[src/design/histeq_pkg.sv]
`timescale 1ns / 1ps
package histeq_pkg;
  localparam int unsigned BINS = 256;
  localparam int unsigned BIN_W = 8;
  localparam int unsigned CNT_W = 21;
  localparam int unsigned PIX_W = 8;
  localparam int unsigned LVL_W = 8;
  localparam int unsigned NUM_W = CNT_W + LVL_W;
  localparam logic [CNT_W-1:0] MAX_PIXELS = CNT_W'(1048576);
  localparam logic [LVL_W-1:0] LEVELS_RST = 8'd255;
  localparam logic FUNC_COUNT = 1'b0;
  localparam logic FUNC_MAP = 1'b1;

  typedef enum logic [8:0] {
    ST_IDLE  = 9'b000000001,
    ST_CLR   = 9'b000000010,
    ST_CNT_R = 9'b000000100,
    ST_CNT_W = 9'b000001000,
    ST_BUILD = 9'b000010000,
    ST_MAP_R = 9'b000100000,
    ST_MAP_D = 9'b001000000,
    ST_DIV   = 9'b010000000,
    ST_OUT   = 9'b100000000
  } state_t;

  // divider handshake
  typedef struct packed {
    logic start;
    logic [NUM_W-1:0] num;
    logic [CNT_W-1:0] den;
  } div_req_t;

  typedef struct packed {
    logic busy;
    logic done;
    logic [NUM_W-1:0] quo;
  } div_rsp_t;
endpackage

[src/design/histeq_div.sv]
`timescale 1ns / 1ps
module histeq_div (
  input  logic                 clk,
  input  logic                 rst,
  input  histeq_pkg::div_req_t req,
  output histeq_pkg::div_rsp_t rsp
);
  localparam int unsigned NW = histeq_pkg::NUM_W;
  localparam int unsigned DW = histeq_pkg::CNT_W;

  logic [NW-1:0] quo;
  logic [DW:0]   rem;
  logic [DW-1:0] den;
  logic [$clog2(NW+1)-1:0] cnt;
  logic busy;
  logic done;
  logic [DW:0] rem_sh;
  logic [DW:0] rem_sub;

  // restoring division, one quotient bit per cycle
  always_comb begin
    rem_sh  = {rem[DW-1:0], quo[NW-1]};
    rem_sub = rem_sh - {1'b0, den};
  end

  always_ff @(posedge clk) begin
    if (rst) begin
      busy <= 1'b0;
      done <= 1'b0;
      cnt  <= '0;
    end else begin
      done <= 1'b0;
      if (req.start) begin
        busy <= 1'b1;
        cnt  <= ($clog2(NW+1))'(NW);
        quo  <= req.num;
        den  <= req.den;
        rem  <= '0;
      end else if (busy) begin
        if (!rem_sub[DW]) begin
          rem <= rem_sub;
          quo <= {quo[NW-2:0], 1'b1};
        end else begin
          rem <= rem_sh;
          quo <= {quo[NW-2:0], 1'b0};
        end
        cnt <= cnt - 1'b1;
        if (cnt == 1) begin
          busy <= 1'b0;
          done <= 1'b1;
        end
      end
    end
  end

  assign rsp.busy = busy;
  assign rsp.done = done;
  assign rsp.quo  = quo;

  ap_done_after_busy: assert property (@(posedge clk) disable iff (rst)
    rsp.done |-> $past(busy)) else $error("done without busy");
  ap_no_start_busy: assert property (@(posedge clk) disable iff (rst)
    req.start |-> !busy) else $error("start while busy");
  ap_done_pulse: assert property (@(posedge clk) disable iff (rst)
    rsp.done |=> !rsp.done) else $error("done held");
endmodule

[config.mk]
export PLATFORM = sky130hd
export DESIGN_NAME = histeq_div
export DESIGN_NICKNAME = d
export VERILOG_FILES = /design/src/design/histeq_pkg.sv /design/src/design/histeq_div.sv
export SDC_FILE = /design/constraint.sdc
export NUM_CORES = 1
export LEC_CHECK = 0
export ABC_AREA = 1
export BUFFER_PORTS_ARGS = -buffer_cell sky130_fd_sc_hd__buf_2
export CAP_MARGIN = 20
export CORE_MARGIN = 2
export CORE_UTILIZATION = 51
export DETAILED_ROUTE_END_ITERATION = 8
export GPL_TIMING_DRIVEN = 0
export PLACE_DENSITY = 0.74
export SETUP_SLACK_MARGIN = 0.15
export SLEW_MARGIN = 20
export SYNTH_ARGS = -nofsm -noshare
export SYNTH_HDL_FRONTEND = slang
export SYNTH_SLANG_ARGS = --single-unit
[constraint.sdc]
create_clock -name clk -period 7.85 [get_ports clk]
set_input_delay 1.57 -clock clk [delete_from_list [all_inputs] [get_ports clk]]
set_output_delay 1.57 -clock clk [all_outputs]
set_load 0.02 [all_outputs]
# Yosys cells after proc, flatten, opt, wreduce, memory -nomap -nowiden

Cells that the tools add are included.

Add/sub/neg operators: 2
Equality and inequality tests: 1
Muxes and demuxes: 11
Bitwise gates (word level): 2
Reduce and logical (&&, ||, !) cells: 5

Operator list:

| kind                                                                   | count |
|---|---|
| 29-bit two-way mux                                                     | 2 |
| 21-bit two-way mux                                                     | 2 |
| 22-bit by 21-bit subtractor with 22-bit output                         | 1 |
| 5-bit two-way mux                                                      | 2 |
| 5-bit by 1-bit equality test with 1-bit output (second input constant) | 1 |
| 1-bit two-way mux                                                      | 5 |
| 5-bit by 1-bit subtractor with 5-bit output (second input constant)    | 1 |
| 2-bit AND reduction                                                    | 2 |
| 3-bit OR reduction                                                     | 1 |
| 1-bit inverter                                                         | 2 |
| 2-bit nonzero test                                                     | 1 |
| 2-bit OR reduction                                                     | 1 |

Register bits after elaboration: 78
Bits of input ports: 53
Output and inout bits: 31

# Logic depth before layout (Yosys ltp)

Depth in word-level cells: 4
Depth in mapped cells: 16
Depth with buffers taken out: 15

# Worst setup path after synthesis

OpenSTA, ideal clock, no wires.

Kind: input-to-reg
From: input port req[50] (netlist name)
To: register busy
Setup time: 0.071 ns
Arrival time: 4.802 ns
Data required time: 7.779 ns
Slack: 2.977 ns
Stages: 5
Cells stage by stage: clkbuf_1 inv_2 a21oi_1 o21ai_0 inv_1

Cells in the longest elaborated chain, start to end: 1

RTL lines:

| element              | line             | text |
|---|---|---|
| start, declared      | histeq_div.sv:5  | `input histeq_pkg::div_req_t req,` |
| 1-bit two-way mux    | histeq_div.sv:33 | `if (req.start) begin` |
| end signal, assigned | histeq_div.sv:28 | `busy <= 1'b0;` |
| end signal, assigned | histeq_div.sv:34 | `busy <= 1'b1;` |
| end signal, assigned | histeq_div.sv:49 | `busy <= 1'b0;` |
| end, declared        | histeq_div.sv:15 | `logic busy;` |

No other way between the ends.
A chain may end at the register's enable or synchronous reset.

# Worst setup path in the final report

From: register busy
To: output port rsp[30] (netlist name)

RTL lines:

| element       | line            | text |
|---|---|---|
| end, declared | histeq_div.sv:6 | `output histeq_pkg::div_rsp_t rsp` |

No word-level cell between the ends.

==> run summary <==
Final ANT Viol Nets: 0
Crit Path Max Fanout: 6
global-route wire length before repair: 17.6 mm
vias per cell: 4.80
Mapped Avg Cell Area: 8.01 sq um
htree depth: 3
Die H: 102 um
total track usage: 21.7%
DR pass1 iterations: 5
Cell Chain, Critical Path: buf_4 -> buf_2
Worst-Skew Late Latency: 0.37 ns
antenna violations before repair: 0
slowest CP cell: dfxtp_1
TritonCTS buffer count: 9
vias in the first global route: 3,939
worst hold endpoint: cnt[4]$_SDFFE_PP0N_
Slew Limit Fails: 0
Detailed Place HPWL: 8.21 mm
Setup violations, final: 0
Reg2Reg Depth: 15
Max Fclk: 0.377 GHz
antenna cells: 0
row count: 35
Routability Congestion: 0.878
WS Path Type: register to output pin
Sink Count: 78
Clk pin slew, worst setup/hold paths: 0.08 ns
fillers: 890
RSZ-0062 raised after global routing: false
post-layout minimum cycle time: 2.65 ns
clk buf depth: 2
CTS resizes: 0
flops & latches, synth: 78
Worst-Margin Slew: 0.701 ns
Cell Pwr Density: 209 nW/um^2
DR WL/cell: 12.6 um
global route overflow: 0
largest net degree at the start of global routing: 24
post-synthesis instance total: 613
# nets final: 784
max-cap viol count: 0
violation count after the first detailed-route iteration: 161
final worst path period share: 33.8%
worst hold path depth: 2
Yosys cell types: 34
total wire length: 10.6 mm
Setup Skew: 0.00589 ns
data required time of the critical path: 6.28 ns
hold wc startpoint: cnt[4]$_SDFFE_PP0N_
Crit Reg-Reg Endpoint: rem[16]$_SDFFCE_PP0P_
Post-Syn Area: 4910 sq um
CP Capture Type: output pin
setup TNS: 0 ns
Die Wd: 102 um
sequential fraction of the synthesis area: 46.3%
final hold slack: 0.497 ns
CTS tree: built
Syn-to-layout area delta: 17.2%
YS warnings: 0
HP Class: register to register
Max VDD drop: 0.124 mV
status: finished, final reports clean
setup slack, reg-to-reg: 5.50 ns
LEAKAGE: 0.00291 uW
Vias: 4,038
Core ar.: 9280 sq um
Port Buf Inserts: 81
initial core utilization: 52.9%
kind of start point of the critical path: register
IO Pins: 84
Mapped Nets: 690
cts hold-fix bufs: 0
Root Driver: clkbuf_8
crit path DAT: 1.08 ns
relative slew slack: 53.1%
post-CTS setup buffers: 0
share of post-route cells with drive strength above 1: 23.7%
max incr delay on CP: 0.43 ns
final hold vios: 0
R2R Path Start: quo[28]$_DFFE_PP_
area of the die: 10,400 sq um
DRC: 0
[cell usage in the layout, fill, tap and decap left out, drive strengths merged, types with 3 or more instances in the layout]
cell      count
nand3b        5
dfxtp         7
clkbuf       17
ha           23
a21oi        18
nor2         70
clkinvlp      3
buf          90
xor2         11
nand2       257
inv         100
nand4         8
nand3        19
edfxtp       71
[Yosys cell counts (all sizes together)]
| cell type | n | area (sq um) |
|---|---|---|
| clkbuf | 8 | 30.0 |
| xnor2 | 1 | 8.76 |
| a2111oi | 1 | 8.76 |
| nand3b | 5 | 37.5 |
| nand2 | 257 | 1020 |
| inv | 97 | 364 |
| o21ai | 1 | 5.00 |
| nand4 | 8 | 56.3 |
| xor2 | 11 | 96.3 |
| dfxtp | 7 | 140 |
| nand3 | 19 | 113 |
| o21bai | 1 | 7.51 |
| nor2 | 70 | 353 |
| nor4 | 1 | 6.26 |
| fa | 1 | 20.0 |
| ha | 23 | 288 |
| nor3 | 2 | 10.0 |
| o31ai | 1 | 7.51 |
| a31oi | 2 | 12.5 |
| a21o | 1 | 7.51 |
| buf | 7 | 85.1 |
| edfxtp | 71 | 2130 |
| a21oi | 18 | 97.6 |
[through the flow]
stage / cells / instance area, sq um / utilization [%] / total power, uW / setup WS, ns
finish: 841 / 5760 / 62.0 / 1200 / 5.20
global route: 841 / 5760 / 62.0 / 1280 / 5.01
CTS: 841 / 5760 / 62.0 / 1210 / 5.19
detailed placement: 825 / 5550 / 59.8 / 895 / 4.81
global placement: 823 / 5480 / 59.0 / 883 / 1.49
floorplan: 613 / 4910 / - / 805 / 2.98
[power breakdown]
part / switching, uW / internal, uW / total, uW
Combinational: 231 / 139 / 370
Sequential: 17.9 / 498 / 515
Clock: 168 / 151 / 319
[metal layers]
layer	part of all wire, %	vias to the layer above	track usage, %
li1	-	2101	-
met1	45	1829	27.5
met5	0	-	0
met3	4.9	12	4.24
met4	1.5	0	8.51
met2	49	96	36.6
[worst max path at each step]
stage | from | end | slack (ns) | cells after the start
detailed placement | req[50] | rem[11]$_SDFFCE_PP0P_ | 4.81 | 4
finish | busy$_SDFF_PP0_ | rsp[30] | 5.20 | 2
CTS | busy$_SDFF_PP0_ | rsp[30] | 5.19 | 2
global route | req[50] | busy$_SDFF_PP0_ | 5.01 | 5
floorplan | req[50] | busy$_SDFF_PP0_ | 2.98 | 5
global placement | req[50] | busy$_SDFF_PP0_ | 1.49 | 5
[worst max-delay path, delay by kind of cell (launching register included)]
family   cells  cell delay (ns)
buf+inv      2             0.29
flops        1             0.43
[cell type report]
| class | count | area [sq um] | area share (%) |
|---|---|---|---|
| clock buffers | 9 | 124 | 2.15 |
| plain buffers | 15 | 115 | 2.00 |
| multi-input cells | 423 | 2180 | 37.8 |
| well taps | 129 | 161 | 2.80 |
| inverters | 97 | 364 | 6.32 |
| flip-flops and latches | 78 | 2270 | 39.5 |
| repair buffers | 83 | 460 | 8.00 |
| clock inverters | 7 | 81.3 | 1.41 |
[flip-flops by register name, summed over array words and instances (netlist names)]
name  flops
cnt       5
busy      1
done      1
rem      21
quo      29
den      21
[cell families (layout without fill, tap and decap cells)]
kind of cell               Yosys count  in the layout  synth area share, %
DFF                                 78             78                 46.3
AOI/OAI and AO/OA                   25             25                 2.98
buffers and inverters              112            211                 9.76
xor gates and xnor gates            12             12                 2.14
adders and majority gates           24             24                 6.27
and+or+nand+nor                    362            362                 32.6
Power figures use the tool's default switching activity.
